--- config.mk ---
export PLATFORM = sky130hd
export DESIGN_NAME = round_robin_thread_scheduler
export DESIGN_NICKNAME = d
export VERILOG_FILES = /design/src/rtl/rrts_pkg.sv /design/src/rtl/rrts_dp.sv /design/src/rtl/rrts_ctrl.sv /design/src/rtl/round_robin_thread_scheduler.sv
export SDC_FILE = /design/constraint.sdc
export NUM_CORES = 1
export LEC_CHECK = 0
export BUFFER_PORTS_ARGS = -buffer_cell sky130_fd_sc_hd__buf_2
export CORE_MARGIN = 1.5
export CORE_UTILIZATION = 45
export CTS_CLUSTER_SIZE = 24
export DETAILED_ROUTE_END_ITERATION = 16
export GPL_TIMING_DRIVEN = 0
export HOLD_SLACK_MARGIN = 0.15
export SLEW_MARGIN = 30
export SYNTH_ARGS = -nofsm -noshare
export SYNTH_HDL_FRONTEND = slang
export SYNTH_SLANG_ARGS = --single-unit
--- constraint.sdc ---
create_clock -name clk_i -period 6.5 [get_ports clk_i]
set_input_delay 0.65 -clock clk_i [delete_from_list [all_inputs] [get_ports clk_i]]
set_output_delay 0.65 -clock clk_i [all_outputs]
set_load 0.02 [all_outputs]
--- src/rtl/rrts_pkg.sv ---
`timescale 1ns / 1ps
// ----------------------------------------------------------------------------
// rrts_pkg
// Shared types, constants and helpers of the round-robin thread scheduler.
// ----------------------------------------------------------------------------
package rrts_pkg;

  localparam int SLOTS   = 8;
  localparam int SLOT_W  = (SLOTS > 1) ? $clog2(SLOTS) : 1;
  localparam int FIELD_W = 3;
  localparam int REQ_W   = 3;
  localparam int Q_W     = 8;
  localparam int ID_W    = 16;

  localparam logic [Q_W-1:0]  QUANTUM_RESET = Q_W'(2);
  localparam logic [ID_W-1:0] ID_RESET      = ID_W'(1);

  typedef enum logic [REQ_W-1:0] {
    REQ_TICK   = 3'd0,
    REQ_YIELD  = 3'd1,
    REQ_BLOCK  = 3'd2,
    REQ_WAKE   = 3'd3,
    REQ_EXIT   = 3'd4,
    REQ_CREATE = 3'd5
  } req_e;

  typedef enum logic [2:0] {
    ST_UNUSED   = 3'd0,
    ST_READY    = 3'd1,
    ST_RUNNING  = 3'd2,
    ST_BLOCKED  = 3'd3,
    ST_SLEEPING = 3'd4
  } slot_state_e;

  typedef struct packed {
    slot_state_e st;
    logic        wake;
    logic        parked;
  } entry_t;

  typedef enum logic [1:0] {
    A_CUR,
    A_PTR,
    A_TGT,
    A_NX
  } addr_sel_e;

  typedef enum logic [4:0] {
    OP_NONE,
    OP_CAPTURE,
    OP_QL_DEC,
    OP_QL_RELOAD,
    OP_SCAN_INIT,
    OP_SCAN_STEP,
    OP_CHK_CUR,
    OP_CONSUME,
    OP_BLOCK_CUR,
    OP_UNBLOCK_CUR,
    OP_WAKE,
    OP_EXIT_CUR,
    OP_HALT,
    OP_SWITCH_OLD,
    OP_SWITCH_NEW,
    OP_CSCAN_INIT,
    OP_CSCAN_STEP
  } dp_op_e;

  typedef struct packed {
    dp_op_e    op;
    addr_sel_e addr;
    logic      park;
  } dp_cmd_t;

  typedef struct packed {
    req_e        req;
    logic        halted;
    logic        ql_zero;
    logic        tgt_ok;
    slot_state_e rd_st;
    logic        rd_wake;
    logic        scan_last;
    logic        ptr_last;
    logic        found;
    logic        nx_is_cur;
  } dp_status_t;

  function automatic logic [FIELD_W-1:0] slot_field(input logic [SLOT_W-1:0] s);
    logic [SLOT_W+FIELD_W-1:0] w;
    w = {{FIELD_W{1'b0}}, s};
    return w[FIELD_W-1:0];
  endfunction

  function automatic logic [SLOT_W-1:0] slot_inc(input logic [SLOT_W-1:0] s);
    logic [SLOT_W-1:0] r;
    if (s == SLOT_W'(SLOTS - 1)) begin
      r = '0;
    end else begin
      r = s + 1'b1;
    end
    return r;
  endfunction

endpackage

--- src/rtl/rrts_dp.sv ---
`timescale 1ns / 1ps
// ----------------------------------------------------------------------------
// rrts_dp
// Slot table, scan pointer, quantum and id counters, and result registers.
// ----------------------------------------------------------------------------
module rrts_dp (
  input  logic                          clk_i,
  input  logic                          rst_ni,
  input  logic                          cfg_we_i,
  input  logic [rrts_pkg::Q_W-1:0]      cfg_wdata_i,
  input  logic [rrts_pkg::REQ_W-1:0]    req_type_i,
  input  logic [rrts_pkg::FIELD_W-1:0]  target_slot_i,
  input  rrts_pkg::dp_cmd_t             cmd_i,
  output rrts_pkg::dp_status_t          status_o,
  output logic [rrts_pkg::FIELD_W-1:0]  running_slot_o,
  output logic                          switched_o,
  output logic [rrts_pkg::FIELD_W-1:0]  previous_slot_o,
  output logic                          resumed_from_block_o,
  output logic                          wake_consumed_o,
  output logic                          create_ok_o,
  output logic [rrts_pkg::FIELD_W-1:0]  created_slot_o,
  output logic [rrts_pkg::ID_W-1:0]     created_id_o,
  output logic                          halted_o
);
  import rrts_pkg::*;

  localparam int TW = SLOT_W + FIELD_W;

  entry_t              tbl_q [SLOTS];
  logic [SLOT_W-1:0]   cur_q, prev_q, ptr_q, cnt_q, nx_q;
  logic [Q_W-1:0]      ql_q, qt_q;
  logic [ID_W-1:0]     id_q, cid_q;
  logic                halt_q, found_q;
  logic                resumed_q, consumed_q, cok_q;
  logic [SLOT_W-1:0]   cslot_q;
  req_e                req_q;
  logic [FIELD_W-1:0]  tgt_q;

  logic [TW-1:0]       tgt_wide;
  logic                tgt_ok;
  logic [SLOT_W-1:0]   tgt_idx;
  logic [SLOT_W-1:0]   rd_addr;
  entry_t              rd;
  entry_t              wr_data;
  logic                wr_en;
  logic                scan_init;

  assign tgt_wide = {{SLOT_W{1'b0}}, tgt_q};
  assign tgt_ok   = (tgt_wide < TW'(SLOTS));
  assign tgt_idx  = tgt_wide[SLOT_W-1:0];

  always_comb begin
    case (cmd_i.addr)
      A_CUR:   rd_addr = cur_q;
      A_PTR:   rd_addr = ptr_q;
      A_TGT:   rd_addr = tgt_idx;
      A_NX:    rd_addr = nx_q;
      default: rd_addr = cur_q;
    endcase
  end

  assign rd = tbl_q[rd_addr];

  assign scan_init = (cmd_i.op == OP_QL_RELOAD) || (cmd_i.op == OP_SCAN_INIT) ||
                     (cmd_i.op == OP_BLOCK_CUR) || (cmd_i.op == OP_EXIT_CUR);

  always_comb begin
    wr_en   = 1'b0;
    wr_data = rd;
    case (cmd_i.op)
      OP_CONSUME: begin
        wr_en        = 1'b1;
        wr_data.wake = 1'b0;
      end
      OP_BLOCK_CUR: begin
        wr_en      = 1'b1;
        wr_data.st = ST_BLOCKED;
      end
      OP_UNBLOCK_CUR: begin
        wr_en        = 1'b1;
        wr_data.st   = ST_RUNNING;
        wr_data.wake = 1'b0;
      end
      OP_WAKE: begin
        wr_en        = 1'b1;
        wr_data.wake = 1'b1;
        if (rd.st == ST_BLOCKED || rd.st == ST_SLEEPING) begin
          wr_data.st = ST_READY;
        end
      end
      OP_EXIT_CUR: begin
        wr_en      = 1'b1;
        wr_data.st = ST_UNUSED;
      end
      OP_SWITCH_OLD: begin
        wr_en = 1'b1;
        if (rd.st == ST_RUNNING) begin
          wr_data.st = ST_READY;
        end
        if (cmd_i.park) begin
          wr_data.parked = 1'b1;
        end
      end
      OP_SWITCH_NEW: begin
        wr_en      = 1'b1;
        wr_data.st = ST_RUNNING;
        if (rd.parked) begin
          wr_data.parked = 1'b0;
          wr_data.wake   = 1'b0;
        end
      end
      OP_CSCAN_STEP: begin
        if (rd.st == ST_UNUSED) begin
          wr_en          = 1'b1;
          wr_data.st     = ST_READY;
          wr_data.wake   = 1'b0;
          wr_data.parked = 1'b0;
        end
      end
      default: begin
        wr_en = 1'b0;
      end
    endcase
  end

  // slot table and architectural state
  always_ff @(posedge clk_i or negedge rst_ni) begin
    if (!rst_ni) begin
      for (int i = 0; i < SLOTS; i++) begin
        tbl_q[i].st     <= (i == 0) ? ST_RUNNING : ST_UNUSED;
        tbl_q[i].wake   <= 1'b0;
        tbl_q[i].parked <= 1'b0;
      end
      cur_q  <= '0;
      ql_q   <= QUANTUM_RESET;
      qt_q   <= QUANTUM_RESET;
      id_q   <= ID_RESET;
      halt_q <= 1'b0;
    end else begin
      if (wr_en) begin
        tbl_q[rd_addr] <= wr_data;
      end
      if (cfg_we_i) begin
        qt_q <= cfg_wdata_i;
      end
      if (cmd_i.op == OP_QL_DEC) begin
        ql_q <= ql_q - 1'b1;
      end
      if (cmd_i.op == OP_QL_RELOAD) begin
        ql_q <= qt_q;
      end
      if (cmd_i.op == OP_HALT) begin
        halt_q <= 1'b1;
      end
      if (cmd_i.op == OP_SWITCH_NEW) begin
        cur_q <= nx_q;
      end
      if (cmd_i.op == OP_CSCAN_STEP && rd.st == ST_UNUSED) begin
        id_q <= id_q + 1'b1;
      end
    end
  end

  // per-word working registers
  always_ff @(posedge clk_i) begin
    if (cmd_i.op == OP_CAPTURE) begin
      req_q      <= req_e'(req_type_i);
      tgt_q      <= target_slot_i;
      prev_q     <= cur_q;
      resumed_q  <= 1'b0;
      consumed_q <= 1'b0;
      cok_q      <= 1'b0;
      cslot_q    <= '0;
      cid_q      <= '0;
    end
    if (scan_init) begin
      ptr_q   <= slot_inc(cur_q);
      cnt_q   <= '0;
      found_q <= 1'b0;
    end
    if (cmd_i.op == OP_SCAN_STEP) begin
      ptr_q <= slot_inc(ptr_q);
      cnt_q <= cnt_q + 1'b1;
      if (rd.st == ST_READY) begin
        found_q <= 1'b1;
        nx_q    <= ptr_q;
      end
    end
    if (cmd_i.op == OP_CHK_CUR && rd.st == ST_RUNNING) begin
      found_q <= 1'b1;
      nx_q    <= cur_q;
    end
    if (cmd_i.op == OP_CONSUME) begin
      consumed_q <= 1'b1;
    end
    if (cmd_i.op == OP_SWITCH_NEW && rd.parked) begin
      resumed_q <= 1'b1;
    end
    if (cmd_i.op == OP_CSCAN_INIT) begin
      ptr_q <= '0;
    end
    if (cmd_i.op == OP_CSCAN_STEP) begin
      ptr_q <= slot_inc(ptr_q);
      if (rd.st == ST_UNUSED) begin
        cok_q   <= 1'b1;
        cslot_q <= ptr_q;
        cid_q   <= id_q;
      end
    end
  end

  assign status_o.req       = req_q;
  assign status_o.halted    = halt_q;
  assign status_o.ql_zero   = (ql_q == '0);
  assign status_o.tgt_ok    = tgt_ok;
  assign status_o.rd_st     = rd.st;
  assign status_o.rd_wake   = rd.wake;
  assign status_o.scan_last = (cnt_q == SLOT_W'(SLOTS - 1));
  assign status_o.ptr_last  = (ptr_q == SLOT_W'(SLOTS - 1));
  assign status_o.found     = found_q;
  assign status_o.nx_is_cur = (nx_q == cur_q);

  assign running_slot_o       = slot_field(cur_q);
  assign switched_o           = (cur_q != prev_q);
  assign previous_slot_o      = slot_field(prev_q);
  assign resumed_from_block_o = resumed_q;
  assign wake_consumed_o      = consumed_q;
  assign create_ok_o          = cok_q;
  assign created_slot_o       = slot_field(cslot_q);
  assign created_id_o         = cid_q;
  assign halted_o             = halt_q;

endmodule

--- src/rtl/rrts_ctrl.sv ---
`timescale 1ns / 1ps
// ----------------------------------------------------------------------------
// rrts_ctrl
// Sequencer: steps one event through dispatch, slot or create scan, switch and output.
// ----------------------------------------------------------------------------
module rrts_ctrl (
  input  logic                 clk_i,
  input  logic                 rst_ni,
  input  logic                 in_valid_i,
  output logic                 in_stall_o,
  output logic                 out_valid_o,
  input  logic                 out_stall_i,
  input  rrts_pkg::dp_status_t status_i,
  output rrts_pkg::dp_cmd_t    cmd_o
);
  import rrts_pkg::*;

  typedef enum logic [3:0] {
    S_IDLE,
    S_DISPATCH,
    S_SCAN,
    S_CHK,
    S_DECIDE,
    S_SWOLD,
    S_SWNEW,
    S_CSCAN,
    S_OUT
  } state_e;

  state_e state_q, state_d;
  logic   stall_q, stall_d;
  logic   ovalid_q, ovalid_d;

  always_comb begin
    state_d    = state_q;
    stall_d    = stall_q;
    ovalid_d   = ovalid_q;
    cmd_o.op   = OP_NONE;
    cmd_o.addr = A_CUR;
    cmd_o.park = 1'b0;
    case (state_q)
      S_IDLE: begin
        if (in_valid_i) begin
          cmd_o.op = OP_CAPTURE;
          stall_d  = 1'b1;
          state_d  = S_DISPATCH;
        end
      end
      S_DISPATCH: begin
        cmd_o.addr = (status_i.req == REQ_WAKE) ? A_TGT : A_CUR;
        state_d    = S_OUT;
        if (!status_i.halted) begin
          case (status_i.req)
            REQ_TICK: begin
              if (!status_i.ql_zero) begin
                cmd_o.op = OP_QL_DEC;
              end else begin
                cmd_o.op = OP_QL_RELOAD;
                state_d  = S_SCAN;
              end
            end
            REQ_YIELD: begin
              cmd_o.op = OP_SCAN_INIT;
              state_d  = S_SCAN;
            end
            REQ_BLOCK: begin
              if (status_i.rd_wake) begin
                cmd_o.op = OP_CONSUME;
              end else begin
                cmd_o.op = OP_BLOCK_CUR;
                state_d  = S_SCAN;
              end
            end
            REQ_WAKE: begin
              if (status_i.tgt_ok) begin
                cmd_o.op = OP_WAKE;
              end
            end
            REQ_EXIT: begin
              cmd_o.op = OP_EXIT_CUR;
              state_d  = S_SCAN;
            end
            REQ_CREATE: begin
              cmd_o.op = OP_CSCAN_INIT;
              state_d  = S_CSCAN;
            end
            default: begin
              cmd_o.op = OP_NONE;
            end
          endcase
        end
      end
      S_SCAN: begin
        cmd_o.addr = A_PTR;
        cmd_o.op   = OP_SCAN_STEP;
        if (status_i.rd_st == ST_READY) begin
          state_d = S_DECIDE;
        end else if (status_i.scan_last) begin
          state_d = S_CHK;
        end
      end
      S_CHK: begin
        cmd_o.op = OP_CHK_CUR;
        state_d  = S_DECIDE;
      end
      S_DECIDE: begin
        state_d = S_OUT;
        case (status_i.req)
          REQ_BLOCK: begin
            if (status_i.found) begin
              state_d = S_SWOLD;
            end else begin
              cmd_o.op = OP_UNBLOCK_CUR;
            end
          end
          REQ_EXIT: begin
            if (status_i.found) begin
              state_d = S_SWOLD;
            end else begin
              cmd_o.op = OP_HALT;
            end
          end
          default: begin
            if (status_i.found && !status_i.nx_is_cur) begin
              state_d = S_SWOLD;
            end
          end
        endcase
      end
      S_SWOLD: begin
        cmd_o.op   = OP_SWITCH_OLD;
        cmd_o.park = (status_i.req == REQ_BLOCK);
        state_d    = S_SWNEW;
      end
      S_SWNEW: begin
        cmd_o.addr = A_NX;
        cmd_o.op   = OP_SWITCH_NEW;
        state_d    = S_OUT;
      end
      S_CSCAN: begin
        cmd_o.addr = A_PTR;
        cmd_o.op   = OP_CSCAN_STEP;
        if (status_i.rd_st == ST_UNUSED || status_i.ptr_last) begin
          state_d = S_OUT;
        end
      end
      S_OUT: begin
        if (!out_stall_i) begin
          state_d  = S_IDLE;
          stall_d  = 1'b0;
          ovalid_d = 1'b0;
        end
      end
      default: begin
        state_d  = S_IDLE;
        stall_d  = 1'b0;
        ovalid_d = 1'b0;
      end
    endcase
    if (state_d == S_OUT && state_q != S_OUT) begin
      ovalid_d = 1'b1;
    end
  end

  always_ff @(posedge clk_i or negedge rst_ni) begin
    if (!rst_ni) begin
      state_q  <= S_IDLE;
      stall_q  <= 1'b0;
      ovalid_q <= 1'b0;
    end else begin
      state_q  <= state_d;
      stall_q  <= stall_d;
      ovalid_q <= ovalid_d;
    end
  end

  assign in_stall_o  = stall_q;
  assign out_valid_o = ovalid_q;

endmodule

--- src/rtl/round_robin_thread_scheduler.sv ---
`timescale 1ns / 1ps
// ----------------------------------------------------------------------------
// round_robin_thread_scheduler
// Round-robin preemptive scheduler over a table of thread slots.
// ----------------------------------------------------------------------------
// Usage:
//   input channel carries one event word (req_type, target_slot) with
//   in_valid_i / in_stall_o; output channel carries one result word per
//   event with out_valid_o / out_stall_i.
//   events are handled one at a time. After the accept, dispatch goes to
//   the output state for tick-decrement, wake, consumed block, unknown codes
//   and any event once halted; events that scan for the next ready slot (one
//   slot table entry read per cycle) pass the scan, the check if none is
//   ready, the decide and, on a switch, the two switch states; create steps
//   through the create scan. A new event is taken in the cycle after its
//   result is taken. While a result waits, in_stall_o stays high and the
//   result holds. quantum_ticks is written through cfg_we_i / cfg_wdata_i;
//   the user must write it only while idle; the block does not enforce it.
//   Reset leaves slot 0 running, all other slots unused, quantum and
//   quantum_ticks at 2, next thread id 1, no halt; no clearing pass.
// ----------------------------------------------------------------------------
module round_robin_thread_scheduler (
  input  logic                          clk_i,
  input  logic                          rst_ni,
  input  logic                          cfg_we_i,
  input  logic [rrts_pkg::Q_W-1:0]      cfg_wdata_i,
  input  logic                          in_valid_i,
  output logic                          in_stall_o,
  input  logic [rrts_pkg::REQ_W-1:0]    req_type_i,
  input  logic [rrts_pkg::FIELD_W-1:0]  target_slot_i,
  output logic                          out_valid_o,
  input  logic                          out_stall_i,
  output logic [rrts_pkg::FIELD_W-1:0]  running_slot_o,
  output logic                          switched_o,
  output logic [rrts_pkg::FIELD_W-1:0]  previous_slot_o,
  output logic                          resumed_from_block_o,
  output logic                          wake_consumed_o,
  output logic                          create_ok_o,
  output logic [rrts_pkg::FIELD_W-1:0]  created_slot_o,
  output logic [rrts_pkg::ID_W-1:0]     created_id_o,
  output logic                          halted_o
);
  import rrts_pkg::*;

  dp_cmd_t    cmd;
  dp_status_t status;

  rrts_ctrl u_ctrl (
    .clk_i       (clk_i),
    .rst_ni      (rst_ni),
    .in_valid_i  (in_valid_i),
    .in_stall_o  (in_stall_o),
    .out_valid_o (out_valid_o),
    .out_stall_i (out_stall_i),
    .status_i    (status),
    .cmd_o       (cmd)
  );

  rrts_dp u_dp (
    .clk_i                (clk_i),
    .rst_ni               (rst_ni),
    .cfg_we_i             (cfg_we_i),
    .cfg_wdata_i          (cfg_wdata_i),
    .req_type_i           (req_type_i),
    .target_slot_i        (target_slot_i),
    .cmd_i                (cmd),
    .status_o             (status),
    .running_slot_o       (running_slot_o),
    .switched_o           (switched_o),
    .previous_slot_o      (previous_slot_o),
    .resumed_from_block_o (resumed_from_block_o),
    .wake_consumed_o      (wake_consumed_o),
    .create_ok_o          (create_ok_o),
    .created_slot_o       (created_slot_o),
    .created_id_o         (created_id_o),
    .halted_o             (halted_o)
  );

endmodule

==> impl_metrics.py, run 1 <==
metrics = {
    "status": {
        "outcome": "completed",
    },
    "power_and_ir_drop": {
        "intPower_w": 0.00198,
        "power_density_mw_per_mm2": 430,
        "p_sw_share_pct": 39.3,
        "combPwrFrac_pct": 38.9,
        "switching_power_w": 0.00128,
        "pwr-share-clk_pct": 29.1,
        "power.share.sequential_pct": 32.0,
        "power_leakage_nw": 3.19,
        "peakVddDrop_mv": 0.210,
    },
    "timing": {
        "fin_crit_ns": 4.25,
        "slew_headroom_pct": 48.0,
        "drv_slew": 0,
        "finalHoldViolations": 0,
        "fin_skew_ns": 0.00738,
        "finalSetupViolCount": 0,
        "tns_ns": 0,
        "min_period_over_period_pct": 65.4,
        "worst_slew_pin_slew_ns": 0.770,
        "max_freq_mhz": 235,
        "rsz0062_at_grt": "false",
    },
    "cts": {
        "cts_root_buf": "clkbuf_16",
        "clk_latency_ns": 0.42,
        "cts_buffer_depth": 2,
        "path_clk_slew_ns": 0.06,
        "cts_buffers": 17,
        "htree_levels": 4,
        "postCtsSetupBuffers": 0,
        "numClockSinks": 123,
        "cts_tree": "built",
    },
    "yosys": {
        "synth_top_area_share_pct": 30.2,
        "netlist_instances": 607,
        "syn-mean-instance-area_sq_um": 10.7,
        "synth_edf_count": 18,
        "ys.flop_type": "dfrtp_1",
        "syn-cell-area_sq_mm": 0.00647,
        "yosysMostFrequentCell": "dfrtp_1",
        "ys_top_cells_by_count": "78 x dfrtp_1, 73 x nand2_1, 42 x o21ai_0, 39 x nor2_1, 31 x mux2_2",
        "synth_top_cell_by_area": "dfrtp_1",
        "async_reset_ff_share_pct": 66.7,
        "ys_seq_area_share_pct": 47.3,
        "ys_seq_elements": 123,
        "yosysUniqueCellTypes": 76,
        "yosys-top-cells-area": "dfrtp_1 30%, edfxtp_1 8.4%, dfxtp_1 7.1%",
        "ys.warnings.count": 0,
        "syn_nets": 634,
    },
    "worst_setup_path": {
        "startpoint": "u_ctrl.state_q[1]$_DFF_PN0_",
        "reg2reg_depth": 10,
        "critPathLaunchType": "flip-flop",
        "arrival_ns": 4.55,
        "r2r_start": "u_ctrl.state_q[1]$_DFF_PN0_",
        "crit_chain": "nor4b_4, a32oi_1, a31oi_4, mux2i_1, mux2i_1, mux2_2, nor4_4, o21ai_4, nor2_4, mux2_2",
        "rrSetupSlack_ns": 2.25,
        "critical_path_class": "flip-flop to flip-flop",
        "crit_buf_inv": 0,
        "cpMaxStageDelayCell": "nor4b_4",
        "r2r_end": "u_dp.tbl_q[2]$_DFFE_PN0P_",
        "path_delay_family": "simple AND/OR/NAND/NOR gates",
        "required_ns": 6.80,
        "cp_max_fo": 10,
        "cp.depth": 10,
        "slowest_delay_ns": 0.61,
        "cp-end-kind": "flip-flop",
        "endpoint": "u_dp.tbl_q[2]$_DFFE_PN0P_",
    },
    "global_routing": {
        "use_met3_pct": 4.57,
        "grt_pass1_vias": 5066,
        "grt_use_total_pct": 22.4,
        "use_met2_pct": 35.2,
        "grt-ovfl-total": 0,
        "grt_max_degree": 67,
        "grt_first_pass_wirelength_microns": 25800,
        "antenna_found_initial": 0,
        "busiest_layer": "met2",
        "use_met1_pct": 30.5,
    },
    "die": {
        "die-area_sq_mm": 0.0151,
        "die_h_microns": 123,
        "die_width_microns": 123,
        "io-pin-count": 51,
        "start_util_pct": 46.4,
        "core_sq_mm": 0.0139,
        "row_count": 43,
    },
    "detailed_routing": {
        "ant_nets": 0,
        "vias": 5014,
        "route.detailed.drc": 0,
        "drtIter0Drc": 287,
        "drt_wl_total_microns": 15400,
        "vias_per_cell": 5.76,
        "wl_per_cell_microns": 17.7,
        "first_pass_iters": 5,
    },
    "finish": {
        "area_growth_pct": 17.3,
        "antenna_cells": 0,
        "fin_cells": 870,
        "fin_area_sq_mm": 0.00758,
        "drive_gt1_share_pct": 23.2,
        "num-nets-final": 704,
        "fill_cells": 1238,
    },
    "placement": {
        "dpl_cell_area_sq_mm": 0.00698,
        "port_buffers": 49,
        "gp_congestion": 0.905,
        "dpl.hpwl_microns": 11100,
        "post-place-cells": 837,
    },
    "min_path": {
        "worstHoldPathType": "input pin to flip-flop",
        "hold_depth": 1,
    },
    "flow_run": {
        "cap_viol_max_count": 0,
    },
}
what timing repair did:
| action | in CTS | in global routing |
|---|---|---|
| gates resized for setup | 0 | 0 |
| endpoints found under the hold margin | 15 | 0 |
| hold buffers | 1 | 0 |
registers in the layout, indices dropped and copies added, names as in the netlist, 4 cells and up:
name               flops
u_dp.qt_q              8
u_dp.ql_q              8
u_dp.tbl_q            40
u_ctrl.state_q         4
u_dp.created_id_o     16
u_dp.id_q             16
worst min-delay path by stage:
stage	startpoint	slack (ns)	endpoint
3_5_place_dp	u_dp.created_id_o[3]$_DFF_P_	0.45	u_dp.created_id_o[3]$_DFF_P_
6_report	target_slot_i[0]	0.40	u_dp.tgt_idx[0]$_DFFE_PP_
2_1_floorplan	rst_ni	0.35	u_ctrl.in_stall_o$_DFFE_PN0P_
4_1_cts	target_slot_i[0]	0.39	u_dp.tgt_idx[0]$_DFFE_PP_
3_3_place_gp	u_dp.create_ok_o$_DFF_P_	0.43	u_dp.create_ok_o$_DFF_P_
5_1_grt	target_slot_i[0]	0.39	u_dp.tgt_idx[0]$_DFFE_PP_
stage by stage:
| step | utilization (%) | total power, W | setup WS (ns) | hold slack [ns] |
|---|---|---|---|---|
| after global placement | 49.8 | 0.00228 | 2.32 | 0.434 |
| after CTS | 54.4 | 0.00327 | 2.22 | 0.391 |
| after detailed placement | 50.1 | 0.00231 | 2.26 | 0.446 |
| after floorplan | - | 0.00198 | 3.07 | 0.354 |
| after global routing | 54.4 | 0.00346 | 2.00 | 0.385 |
| final | 54.4 | 0.00326 | 2.25 | 0.403 |
metal layers:
metal  up-vias  part of all wire (%)  wire length [microns]
li1       2374                     -                      -
met1      2482                    47                   7190
met2       138                    47                   7310
met3        20                   4.4                    682
met4         0                   1.4                    208
met5         -                     0                      0
cell families after synthesis:
logic type | share of synthesized area, %
AND/OR/NAND/NOR | 18.5
AO/OA/AOI/OAI | 14.7
flip-flops | 47.3
multiplexers | 12.3
buffers and inverters | 2.46
XOR/XNOR | 3.25
adder cells (fa/ha/maj) | 1.55
power by group through the flow:
stage	clock (W)	sequential, W	combinational (W)
floorplan	0	0.00105	0.000935
detailed placement	0	0.00105	0.00126
global placement	0	0.00105	0.00123
global route	0.000999	0.00106	0.00140
finish	0.000949	0.00104	0.00127
CTS	0.000962	0.00104	0.00126
cells in the final DEF (no fill, tap or decap), types with 17 or more instances in the layout:
cell and instances:
nand2_1 73, clkbuf_1 18, clkbuf_16 18, buf_2 55
mux2_2 31, dfxtp_1 23, xnor2_1 18, a21oi_1 19
mux2_1 17, nand3_1 17, dfrtp_1 78, edfxtp_1 18
nor2_1 39, o21ai_0 42, mux2i_1 23
area by class of cell:
cell class | instances | area [sq um] | area share (%)
tap | 180 | 225 | 2.97
buffer | 26 | 121 | 1.60
clock buffer | 20 | 458 | 6.04
timing repair buffer | 51 | 289 | 3.81
sequential | 123 | 3060 | 40.3
inverter | 10 | 37.5 | 0.495
multi-input combinational | 448 | 3260 | 43.0
clock inverter | 12 | 138 | 1.81
Power figures use the tool's default switching activity.
==> inputs of run 2 (changes only) <==
clock period = 4.2 ns   (was 6.5 ns; I/O delays follow)
==> run 2 against run 1 <==
Power is 57% higher. Utilization is 0.60 points higher. Count of clock-buffer cells in the layout unchanged. Hold slack worse by 0.23 ns. Design area increased by 1.1%. Worst setup slack worse by 2.0 ns. Critical path depth grew 3. Maximum frequency increased by 8.0%. Cell count up 0.80%. Via count grew 1.2%. Clock power grew 54%. Non-clock buffer count increased by 6.
==> impl_metrics.py, run 2 (synthesis gave the netlist of run 1 again) <==
metrics = {
    "power_and_ir_drop": {
        "intPower_w": 0.00310,
        "combPwrFrac_pct": 39.7,
        "p_sw_share_pct": 39.4,
        "pwr-share-clk_pct": 28.7,
        "power_density_mw_per_mm2": 666,
        "switching_power_w": 0.00201,
        "power_leakage_nw": 3.23,
        "peakVddDrop_mv": 0.325,
        "power.share.sequential_pct": 31.6,
        "power_w": 0.00511,
    },
    "placement": {
        "port_buffers": 49,
        "dpl.hpwl_microns": 11100,
        "gp_congestion": 0.905,
    },
    "detailed_routing": {
        "drt_wl_total_microns": 15700,
        "first_pass_iters": 6,
        "drtIter0Drc": 303,
        "vias": 5073,
        "wl_per_cell_microns": 17.9,
        "ant_nets": 0,
        "route.detailed.drc": 0,
        "vias_per_cell": 5.78,
    },
    "timing": {
        "fin_skew_ns": 0.00825,
        "min_period_over_period_pct": 93.7,
        "max_freq_mhz": 254,
        "drv_slew": 0,
        "worst_slew_pin_slew_ns": 0.865,
        "fin_crit_ns": 3.93,
        "finalHoldViolations": 0,
        "finalSetupViolCount": 0,
        "slew_headroom_pct": 41.5,
    },
    "finish": {
        "largest_register": "u_dp.tbl_q",
        "largest_reg_flops": 40,
        "drive_gt1_share_pct": 24.5,
        "layout_commonest_cell": "dfrtp_1",
        "area_growth_pct": 18.5,
        "mostFrequentLayoutCells": "78 x dfrtp_1, 73 x nand2_1, 55 x buf_2, 42 x o21ai_0, 39 x nor2_1",
        "fill_cells": 1231,
        "num-nets-final": 711,
        "antenna_cells": 0,
        "utilization_pct": 55.0,
    },
    "worst_setup_path": {
        "cp-end-kind": "flip-flop",
        "slowest_delay_ns": 0.45,
        "cp_max_fo": 10,
        "arrival_ns": 4.24,
        "critical_path_class": "flip-flop to flip-flop",
        "path_delay_family": "multiplexers",
        "critPathLaunchType": "flip-flop",
        "crit_chain": "nor2b_1, clkbuf_1, a22o_1, buf_4, a31oi_4, mux2i_1, mux2i_1, mux2_2, nor4_4, buf_4, o21ai_4, nor2_4, mux2_2",
        "cpMaxStageDelayCell": "dfrtp_1",
        "required_ns": 4.50,
        "crit_buf_inv": 3,
    },
    "global_routing": {
        "grt_use_total_pct": 22.4,
        "grt-ovfl-total": 0,
        "grt_pass1_vias": 5064,
        "grt_max_degree": 67,
        "antenna_found_initial": 0,
        "grt_first_pass_wirelength_microns": 25900,
    },
    "die": {
        "die_h_microns": 123,
        "die_width_microns": 123,
        "die-area_sq_mm": 0.0151,
        "start_util_pct": 46.4,
        "io-pin-count": 51,
        "core_sq_mm": 0.0139,
        "row_count": 43,
    },
    "cts": {
        "htree_levels": 4,
        "cts_buffer_depth": 2,
        "numClockSinks": 123,
        "cts_tree": "built",
        "cts_buffers": 17,
        "path_clk_slew_ns": 0.06,
        "clk_latency_ns": 0.42,
        "cts_root_buf": "clkbuf_16",
    },
    "status": {
        "outcome": "completed",
    },
    "min_path": {
        "worstHoldPathType": "input pin to flip-flop",
    },
    "flow_run": {
        "cap_viol_max_count": 0,
    },
}
## run 2: final timing paths
kind | startpoint | end | slack, ns | cells past startpoint
min in group asynchronous | rst_ni | u_dp.qt_q[7]$_DFFE_PN0P_ | 0.40 | 2
min | target_slot_i[0] | u_dp.tgt_idx[0]$_DFFE_PP_ | 0.18 | 1
max reg2reg | u_ctrl.state_q[1]$_DFF_PN0_ | u_dp.tbl_q[2]$_DFFE_PN0P_ | 0.27 | 13
max | u_ctrl.state_q[1]$_DFF_PN0_ | u_dp.tbl_q[2]$_DFFE_PN0P_ | 0.27 | 13
min reg2reg | u_dp.create_ok_o$_DFF_P_ | u_dp.create_ok_o$_DFF_P_ | 0.45 | 1
max in group asynchronous | rst_ni | u_dp.tbl_q[38]$_DFFE_PN1P_ | 3.18 | 3
## run 2: timing repair
action	4_1_cts	5_1_grt
pin swaps	1	4
gates resized for setup	0	4
buffers inserted	1	5
hold buffers	1	0
gates cloned	0	1
endpoints found under the setup margin	31	70
hold endpoints to repair	20	0
## run 2: cell type report
cell class                 instances  area [sq um]  area share, %
buffer                            26           121           1.58
multi-input combinational        449          3300           43.0
clock buffer                      20           458           5.97
inverter                          10          37.5          0.489
tap                              180           225           2.94
clock inverter                    12           138           1.79
sequential                       123          3060           39.9
timing repair buffer              57           334           4.36
## run 2: layer usage
layer,vias to the layer above,track usage (%),wire (microns)
li1,2392,-,-
met1,2528,30.6,7230
met2,135,35.2,7430
met3,18,4.57,839
met4,0,8.79,197
met5,-,0,0
## run 2: stage by stage
step / setup slack [ns] / std cells / instance area (sq um) / hold WS, ns / TNS [ns]
3_5_place_dp: -0.0394 / 837 / 6980 / 0.271 / -0.230
4_1_cts: 0.0304 / 871 / 7590 / 0.161 / 0
5_1_grt: -0.00601 / 877 / 7670 / 0.155 / -0.00601
3_3_place_gp: 0.0169 / 836 / 6940 / 0.434 / 0
2_1_floorplan: 0.767 / 607 / 6470 / 0.124 / 0
6_report: 0.266 / 877 / 7670 / 0.175 / 0
## run 2: power groups by stage
| stage | Sequential, W | Clock, W | Combinational [W] |
|---|---|---|---|
| 6_report | 0.00162 | 0.00146 | 0.00203 |
| 5_1_grt | 0.00165 | 0.00155 | 0.00223 |
| 4_1_cts | 0.00161 | 0.00149 | 0.00196 |
| 3_5_place_dp | 0.00163 | 0 | 0.00194 |
| 3_3_place_gp | 0.00162 | 0 | 0.00190 |
| 2_1_floorplan | 0.00162 | 0 | 0.00145 |
